## config.mk

```make
export PLATFORM = sky130hd
export DESIGN_NAME = cscl_ctrl
export DESIGN_NICKNAME = d
export VERILOG_FILES = /design/src/cscl_pkg.sv /design/src/cscl_ctrl.sv
export SDC_FILE = /design/constraint.sdc
export NUM_CORES = 1
export LEC_CHECK = 0
export ABC_AREA = 1
export BUFFER_PORTS_ARGS = -buffer_cell sky130_fd_sc_hd__buf_2
export CAP_MARGIN = 20
export CORE_MARGIN = 8
export CORE_UTILIZATION = 52
export CTS_BUF_LIST = sky130_fd_sc_hd__clkbuf_16
export DETAILED_ROUTE_END_ITERATION = 8
export PLACE_DENSITY_LB_ADDON = 0.08
export SLEW_MARGIN = 20
export SYNTH_ARGS = -nofsm -noshare
export SYNTH_HDL_FRONTEND = slang
export SYNTH_SLANG_ARGS = --single-unit
```

## constraint.sdc

```tcl
create_clock -name clk -period 1.91 [get_ports clk]
set_input_delay 0.382 -clock clk [delete_from_list [all_inputs] [get_ports clk]]
set_output_delay 0.382 -clock clk [all_outputs]
set_load 0.01 [all_outputs]
```

## src/cscl_pkg.sv

```systemverilog
`default_nettype none
package cscl_pkg;

  localparam int ELEM_W = 16;
  localparam int ID_W   = 20;
  localparam int ACC_W  = 42;
  localparam int PROD_W = 2 * ACC_W;
  localparam int SRCH_W = 120;
  localparam int SIM_W  = 17;
  localparam int CNT_W  = 6;
  localparam int BIT_W  = 5;

  localparam logic [SIM_W-1:0] ONE_Q16  = SIM_W'(65536);
  localparam logic [CNT_W-1:0] MUL_LAST = CNT_W'(ACC_W - 1);
  localparam logic [CNT_W-1:0] SRCH_TOP = CNT_W'(SIM_W - 1);

  typedef enum logic [1:0] {
    RES_ZERO,
    RES_ONE,
    RES_SRCH
  } res_sel_t;

  typedef struct packed {
    logic             acc_en;
    logic             clear;
    logic             load_p;
    logic             load_d;
    logic             mul_step;
    logic             srch_init;
    logic             cand;
    logic             cmp;
    logic             out_load;
    logic [BIT_W-1:0] bit_idx;
    res_sel_t         res_sel;
  } cmd_t;

  typedef struct packed {
    logic fast;
    logic id_eq;
  } sts_t;

endpackage
`default_nettype wire

```

## src/cscl_ctrl.sv

```systemverilog
`default_nettype none
module cscl_ctrl import cscl_pkg::*; (
  input  wire        clk,
  input  wire        rst,
  input  wire        in_valid,
  output logic       in_ready,
  input  wire        last_elem,
  output logic       out_valid,
  input  wire        out_ready,
  input  wire sts_t  sts,
  output cmd_t       cmd
);

  typedef enum logic [2:0] {
    S_ACC,
    S_CHECK,
    S_MUL_P,
    S_LOAD_D,
    S_MUL_D,
    S_CAND,
    S_CMP,
    S_WRITE
  } state_t;

  state_t           state;
  logic [CNT_W-1:0] cnt;
  res_sel_t         res_sel;
  logic             out_free;

  assign in_ready = (state == S_ACC);
  assign out_free = !out_valid || out_ready;

  always_comb begin
    cmd           = '0;
    cmd.bit_idx   = cnt[BIT_W-1:0];
    cmd.res_sel   = res_sel;
    cmd.acc_en    = in_valid && in_ready;
    cmd.load_p    = (state == S_CHECK) && !sts.fast;
    cmd.mul_step  = (state == S_MUL_P) || (state == S_MUL_D);
    cmd.load_d    = (state == S_LOAD_D);
    cmd.srch_init = (state == S_MUL_D) && (cnt == MUL_LAST);
    cmd.cand      = (state == S_CAND);
    cmd.cmp       = (state == S_CMP);
    cmd.out_load  = (state == S_WRITE) && out_free;
    cmd.clear     = cmd.out_load || rst;
  end

  always_ff @(posedge clk) begin
    if (rst) begin
      state     <= S_ACC;
      cnt       <= '0;
      res_sel   <= RES_ZERO;
      out_valid <= 1'b0;
    end else begin
      if (cmd.out_load) begin
        out_valid <= 1'b1;
      end else if (out_valid && out_ready) begin
        out_valid <= 1'b0;
      end
      case (state)
        S_ACC: begin
          if (in_valid && last_elem) begin
            state <= S_CHECK;
          end
        end
        S_CHECK: begin
          cnt <= '0;
          if (sts.id_eq) begin
            res_sel <= RES_ONE;
            state   <= S_WRITE;
          end else if (sts.fast) begin
            res_sel <= RES_ZERO;
            state   <= S_WRITE;
          end else begin
            res_sel <= RES_SRCH;
            state   <= S_MUL_P;
          end
        end
        S_MUL_P: begin
          cnt <= cnt + CNT_W'(1);
          if (cnt == MUL_LAST) begin
            state <= S_LOAD_D;
          end
        end
        S_LOAD_D: begin
          cnt   <= '0;
          state <= S_MUL_D;
        end
        S_MUL_D: begin
          if (cnt == MUL_LAST) begin
            cnt   <= SRCH_TOP;
            state <= S_CAND;
          end else begin
            cnt <= cnt + CNT_W'(1);
          end
        end
        S_CAND: begin
          state <= S_CMP;
        end
        S_CMP: begin
          if (cnt == '0) begin
            state <= S_WRITE;
          end else begin
            cnt   <= cnt - CNT_W'(1);
            state <= S_CAND;
          end
        end
        S_WRITE: begin
          if (out_free) begin
            state <= S_ACC;
          end
        end
        default: state <= S_ACC;
      endcase
    end
  end

  a_last_goes_check: assert property (@(posedge clk) disable iff (rst)
    in_valid && in_ready && last_elem |=> state == S_CHECK)
    else $error("last transaction did not start the finish");

  a_write_sets_valid: assert property (@(posedge clk) disable iff (rst)
    state == S_WRITE && out_free |=> out_valid && state == S_ACC)
    else $error("result not presented after write");

  a_search_ends: assert property (@(posedge clk) disable iff (rst)
    state == S_CMP && cnt == '0 |=> state == S_WRITE)
    else $error("search did not end at bit zero");

  a_no_accept_busy: assert property (@(posedge clk) disable iff (rst)
    state != S_ACC |-> !cmd.acc_en)
    else $error("transaction accepted while finishing");

endmodule
`default_nettype wire

```

# Word-level counts from Yosys, hierarchy flattened
# Cells that the tools add are included.
totals:
  register_bits: 12
  input_bits: 7
  output_inout_bits: 18
  elab_cells: 52
classes:
  addsub: 2
  eq_ne: 13
  muxes: 15
  n_reduce_logical: 18
ops:
  columns: ["cell", "count"]
  rows:
  - ["3-bit case mux with 8 select lines", 1]
  - ["6-bit case mux with 4 select lines", 1]
  - ["3-bit 2-to-1 mux", 6]
  - ["3-bit equality test (second input constant)", 4]
  - ["6-bit 2-to-1 mux", 2]
  - ["6-bit by 1-bit adder with 6-bit output (second input constant)", 1]
  - ["3-bit by 2-bit equality test with 1-bit output (second input constant)", 2]
  - ["6-bit equality test (second input constant)", 1]
  - ["1-bit logical AND", 6]
  - ["6-bit zero test", 1]
  - ["2-bit 2-to-1 mux", 3]
  - ["2-bit by 1-bit inequality test with 1-bit output (second input constant)", 3]
  - ["6-bit by 1-bit subtractor with 6-bit output (second input constant)", 1]
  - ["2-bit inequality test (second input constant)", 2]
  - ["4-bit AND reduction", 1]
  - ["4-bit nonzero test", 1]
  - ["3-bit by 1-bit equality test with 1-bit output (second input constant)", 1]
  - ["3-bit zero test", 1]
  - ["1-bit logical OR", 3]
  - ["1-bit zero test", 2]
  - ["1-bit 2-to-1 mux", 2]
  - ["2-bit AND reduction", 1]
  - ["2-bit nonzero test", 1]
  - ["2-bit OR reduction", 1]

# Longest topological paths before layout
logic_depth:
  depth_word: 4
  ltp_mapped: 11
  mapped_depth_nobuf: 10

# Worst setup path after synthesis
# Ideal clock, no wire load.
synth_path:
  kind: "flip-flop to flip-flop"
  from: "register cnt[0]"
  to: "register cnt[5]"
  setup_ps: 113
  arrival_time_ps: 1216
  t_required_ps: 1797
  setup_slack_ps: 581
  path_stages_with_launch: 11
  path_buffers: 0
  synth_period_minus_slack_ps: 1329
  cell_sequence: "dfxtp_1 > inv_1 > ha_1 > nand2_1 > nor2_1 > nand2_1 > o21ai_4 > inv_2 > nand2_1 > nor2_1 > nor2_1"
synth_between:
  elab_chain_cells: 3
  word_cells_on_any_way: 9
  cone_classes: "add/sub (2); eq/ne (2); mux (3); reduce/logical (2)"
synth_lines:
  columns: ["element", "line_no", "rtl"]
  rows:
  - ["start: declaration", "cscl_ctrl.sv:26", "logic [CNT_W-1:0] cnt;"]
  - ["start signal: assignment", "cscl_ctrl.sv:80", "cnt <= cnt + CNT_W'(1);"]
  - ["start signal: assignment", "cscl_ctrl.sv:94", "cnt <= cnt + CNT_W'(1);"]
  - ["start signal: assignment", "cscl_ctrl.sv:104", "cnt <= cnt - CNT_W'(1);"]
  - ["6-bit by 1-bit subtractor with 6-bit output (tied with other cells)", "cscl_ctrl.sv:104", null]
  - ["6-bit 2-to-1 mux (tied with other cells)", "cscl_ctrl.sv:101", "if (cnt == '0) begin"]
  - ["6-bit case mux with 4 select lines / 2-bit AND reduction (equally long branches)", null, null]
# Parallel ways exist; a longest one is shown, timed or not. The select of a mux whose other input is x is not followed.
# A chain may end at the register's enable or synchronous reset.

==> flow_summary.yaml <==
run_status:
  status: "finished, final reports clean"
timing:
  fmax_ghz: 0.590
  rsz0062_at_grt: "no"
  min_period_ns: 1.70
  hold_violations: 0
  worstMarginPinSlew_ns: 0.378
  clock_skew_ns: 0.00230
  final-max-slew-violation-count: 0
  post-route-period-util_pct: 88.8
  slew_headroom_pct: 74.7
  setup_tns_ns: 0
  finalSetupViolCount: 0
worst_hold_path:
  hp-class: "in -> reg"
synth:
  synth_edf_count: 0
  synth-seq-cells: 12
  synth_top_family_by_area: "simple AND/OR/NAND/NOR gates"
  synth_nets: 176
  synth_xor_area_share_pct: 2.61
  ys_async_sr_fraction_pct: 0
  muxShareOfSynthArea_pct: 0
  seq_area_frac_synth_pct: 23.9
  yosys_warnings: 0
  synthAdderAreaFrac_pct: 4.98
  synthFlopType: "dfxtp_1"
  yosysMostFrequentCell: "nand2_1"
  yosys.area.top_type: "dfxtp_1"
  synth_area_sq_um: 1010
  yosys.cell_types.count: 23
  synth_area_leaders: "dfxtp_1 (24%), nand2_1 (14%), nor2_1 (11%)"
  ys_top_cells_by_count: "nand2_1 (38), nor2_1 (30), inv_1 (17), nand3_1 (13), dfxtp_1 (12)"
  avgSynthCellArea_sq_um: 6.10
  synthSimpleGateAreaFrac_pct: 43.8
  synth-compound-area-share_pct: 10.4
  synth_top_area_share_pct: 23.9
  synthCells: 165
power_and_ir_drop:
  peakVddDrop_mv: 1.03
  cellPowerDensity_nw_per_um2: 1690
  p_leak_nw: 0.645
routing:
  ant_nets: 0
  first_pass_iters: 4
  wl_per_cell_um: 10.9
  viasPerCell: 4.89
  drt-total-wl_um: 2310
  post-route-drc-count: 0
  vias: 1042
  drt-initial-drc-count: 31
critical_path:
  cpMaxStageDelayCell: "dfxtp_1"
  cpPeakStageDelay_ns: 0.34
  critPathArrivalTime_ns: 1.31
  worstPathBufferInverterCount: 2
  worstPathCellList: "inv_1 -> ha_1 -> nand3_1 -> nor2_1 -> buf_2"
  endpoint_kind: "output pin"
  path_class: "reg -> out"
  critPathTopFamily: "flip-flops"
  required_ns: 1.53
  path_max_fanout: 5
  startpoint_type: "register"
global_routing:
  grt_max_degree: 13
  grt_pass1_wl_um: 4000
  antenna_found_initial: 0
  overflow: 0
  grt_pass1_vias: 906
  grt_usage_pct: 14.4
floorplanning:
  io_pins: 25
  die-area_sq_um: 3600
  start_util_pct: 52.9
  coreArea_sq_um: 1900
  rows: 16
  die_h_um: 60.0
  die_w_um: 60.0
finish:
  nFillCells: 183
  fin_nets: 198
  syn_to_final_growth_pct: 18.3
  diodes: 0
  stdcell_area_sq_um: 1190
  finalNonFillerCells: 213
  drive_gt1_share_pct: 26.9
  fin_util_pct: 62.6
clock_tree:
  cts.path.max_buffers: 2
  path_clk_slew_ns: 0.04
  clk_latency_ns: 0.24
  root_buffer: "clkbuf_16"
  tritoncts: "built"
  postCtsSetupRepairBufs: 0
  cts_max_level: 1
  cts.sinks: 12
  cts_made_buffers: 3
placed_design:
  dpl.cell_count: 209
  gp_congestion: 0.816
  place_area_sq_um: 1110
  io_buffers: 24
  hpwl_um: 1840
run:
  maxCapViolCount: 0
==> through the flow <==
| step | setup slack, ns | power [W] | hold WS (ns) |
|---|---|---|---|
| 4_1_cts | 0.156 | 0.00203 | 0.368 |
| 2_1_floorplan | 0.581 | 0.00140 | 0.451 |
| 5_1_grt | 0.0964 | 0.00222 | 0.384 |
| 3_3_place_gp | 0.422 | 0.00162 | 0.453 |
| 3_5_place_dp | 0.402 | 0.00163 | 0.465 |
| 6_report | 0.214 | 0.00201 | 0.373 |
==> cells by family after synthesis <==
kind of cell,after synthesis
AO/OA/AOI/OAI,18
buffers and inverters,32
XOR/XNOR,3
adder cells (fa/ha/maj),4
AND/OR/NAND/NOR,96
flip-flops,12
==> worst reg2reg max path: cells and delay by family, from the launching register on <==
| kind | cells | cell delay, ns |
|---|---|---|
| compound gates | 2 | 0.25 |
| simple gates | 4 | 0.54 |
| buf+inv | 1 | 0.11 |
| flops | 1 | 0.51 |
==> registers in the layout, indices dropped and copies added (netlist names) <==
register and cells:
state 3, cnt 6, res_sel 2, out_valid 1
==> layer usage <==
metal	share of wire (%)	vias up	track usage, %
met3	6.4	3	4.09
met2	45	21	22.0
met1	48	465	18.1
li1	-	553	-
met4	1.1	0	6.12
met5	0	-	0
==> cell usage in the layout (no fill, tap or decap), drive strengths merged <==
cell,synthesis,routed
a21oi,7,7
nand2,43,43
or2,2,2
buf,7,24
nor2,32,32
nand3,17,17
o2111ai,1,1
o21ai,10,10
clkinv,0,1
inv,25,25
nand4,1,1
xor2,3,3
dfxtp,12,12
clkbuf,0,3
ha,4,4
nor3,1,1
==> repair_timing <==
action	CTS	global route
setup endpoints to repair	0	1
hold buffers	0	0
resized for setup	0	1
==> worst paths after layout <==
| check | startpoint | end | slack [ns] | cells after the start |
|---|---|---|---|---|
| hold / removal | rst | state[2]$_SDFFE_PP0P_ | 0.37 | 2 |
| hold reg to reg | res_sel[0]$_SDFFE_PP0P_ | res_sel[0]$_SDFFE_PP0P_ | 0.47 | 2 |
| setup reg to reg | state[1]$_SDFFE_PP0P_ | cnt[0]$_SDFFE_PP0P_ | 0.38 | 7 |
| setup / recovery | cnt[1]$_SDFFE_PP0P_ | cmd[10] | 0.21 | 5 |
==> layout make-up <==
type / count / area [sq um] / area share [%]
Tap cell: 27 / 33.8 / 2.84
Multi-Input combinational cell: 121 / 622 / 52.3
Timing Repair Buffer: 24 / 120 / 10.1
Clock buffer: 3 / 75.1 / 6.31
Clock inverter: 1 / 3.75 / 0.315
Inverter: 25 / 93.8 / 7.89
Sequential cell: 12 / 241 / 20.3
==> where the power goes <==
group / internal [W] / switching, W
logic: 0.000425 / 0.000732
registers: 0.000337 / 0.000137
clock network: 0.000275 / 0.000108
total: 0.00104 / 0.000976
Power figures use the tool's default switching activity.
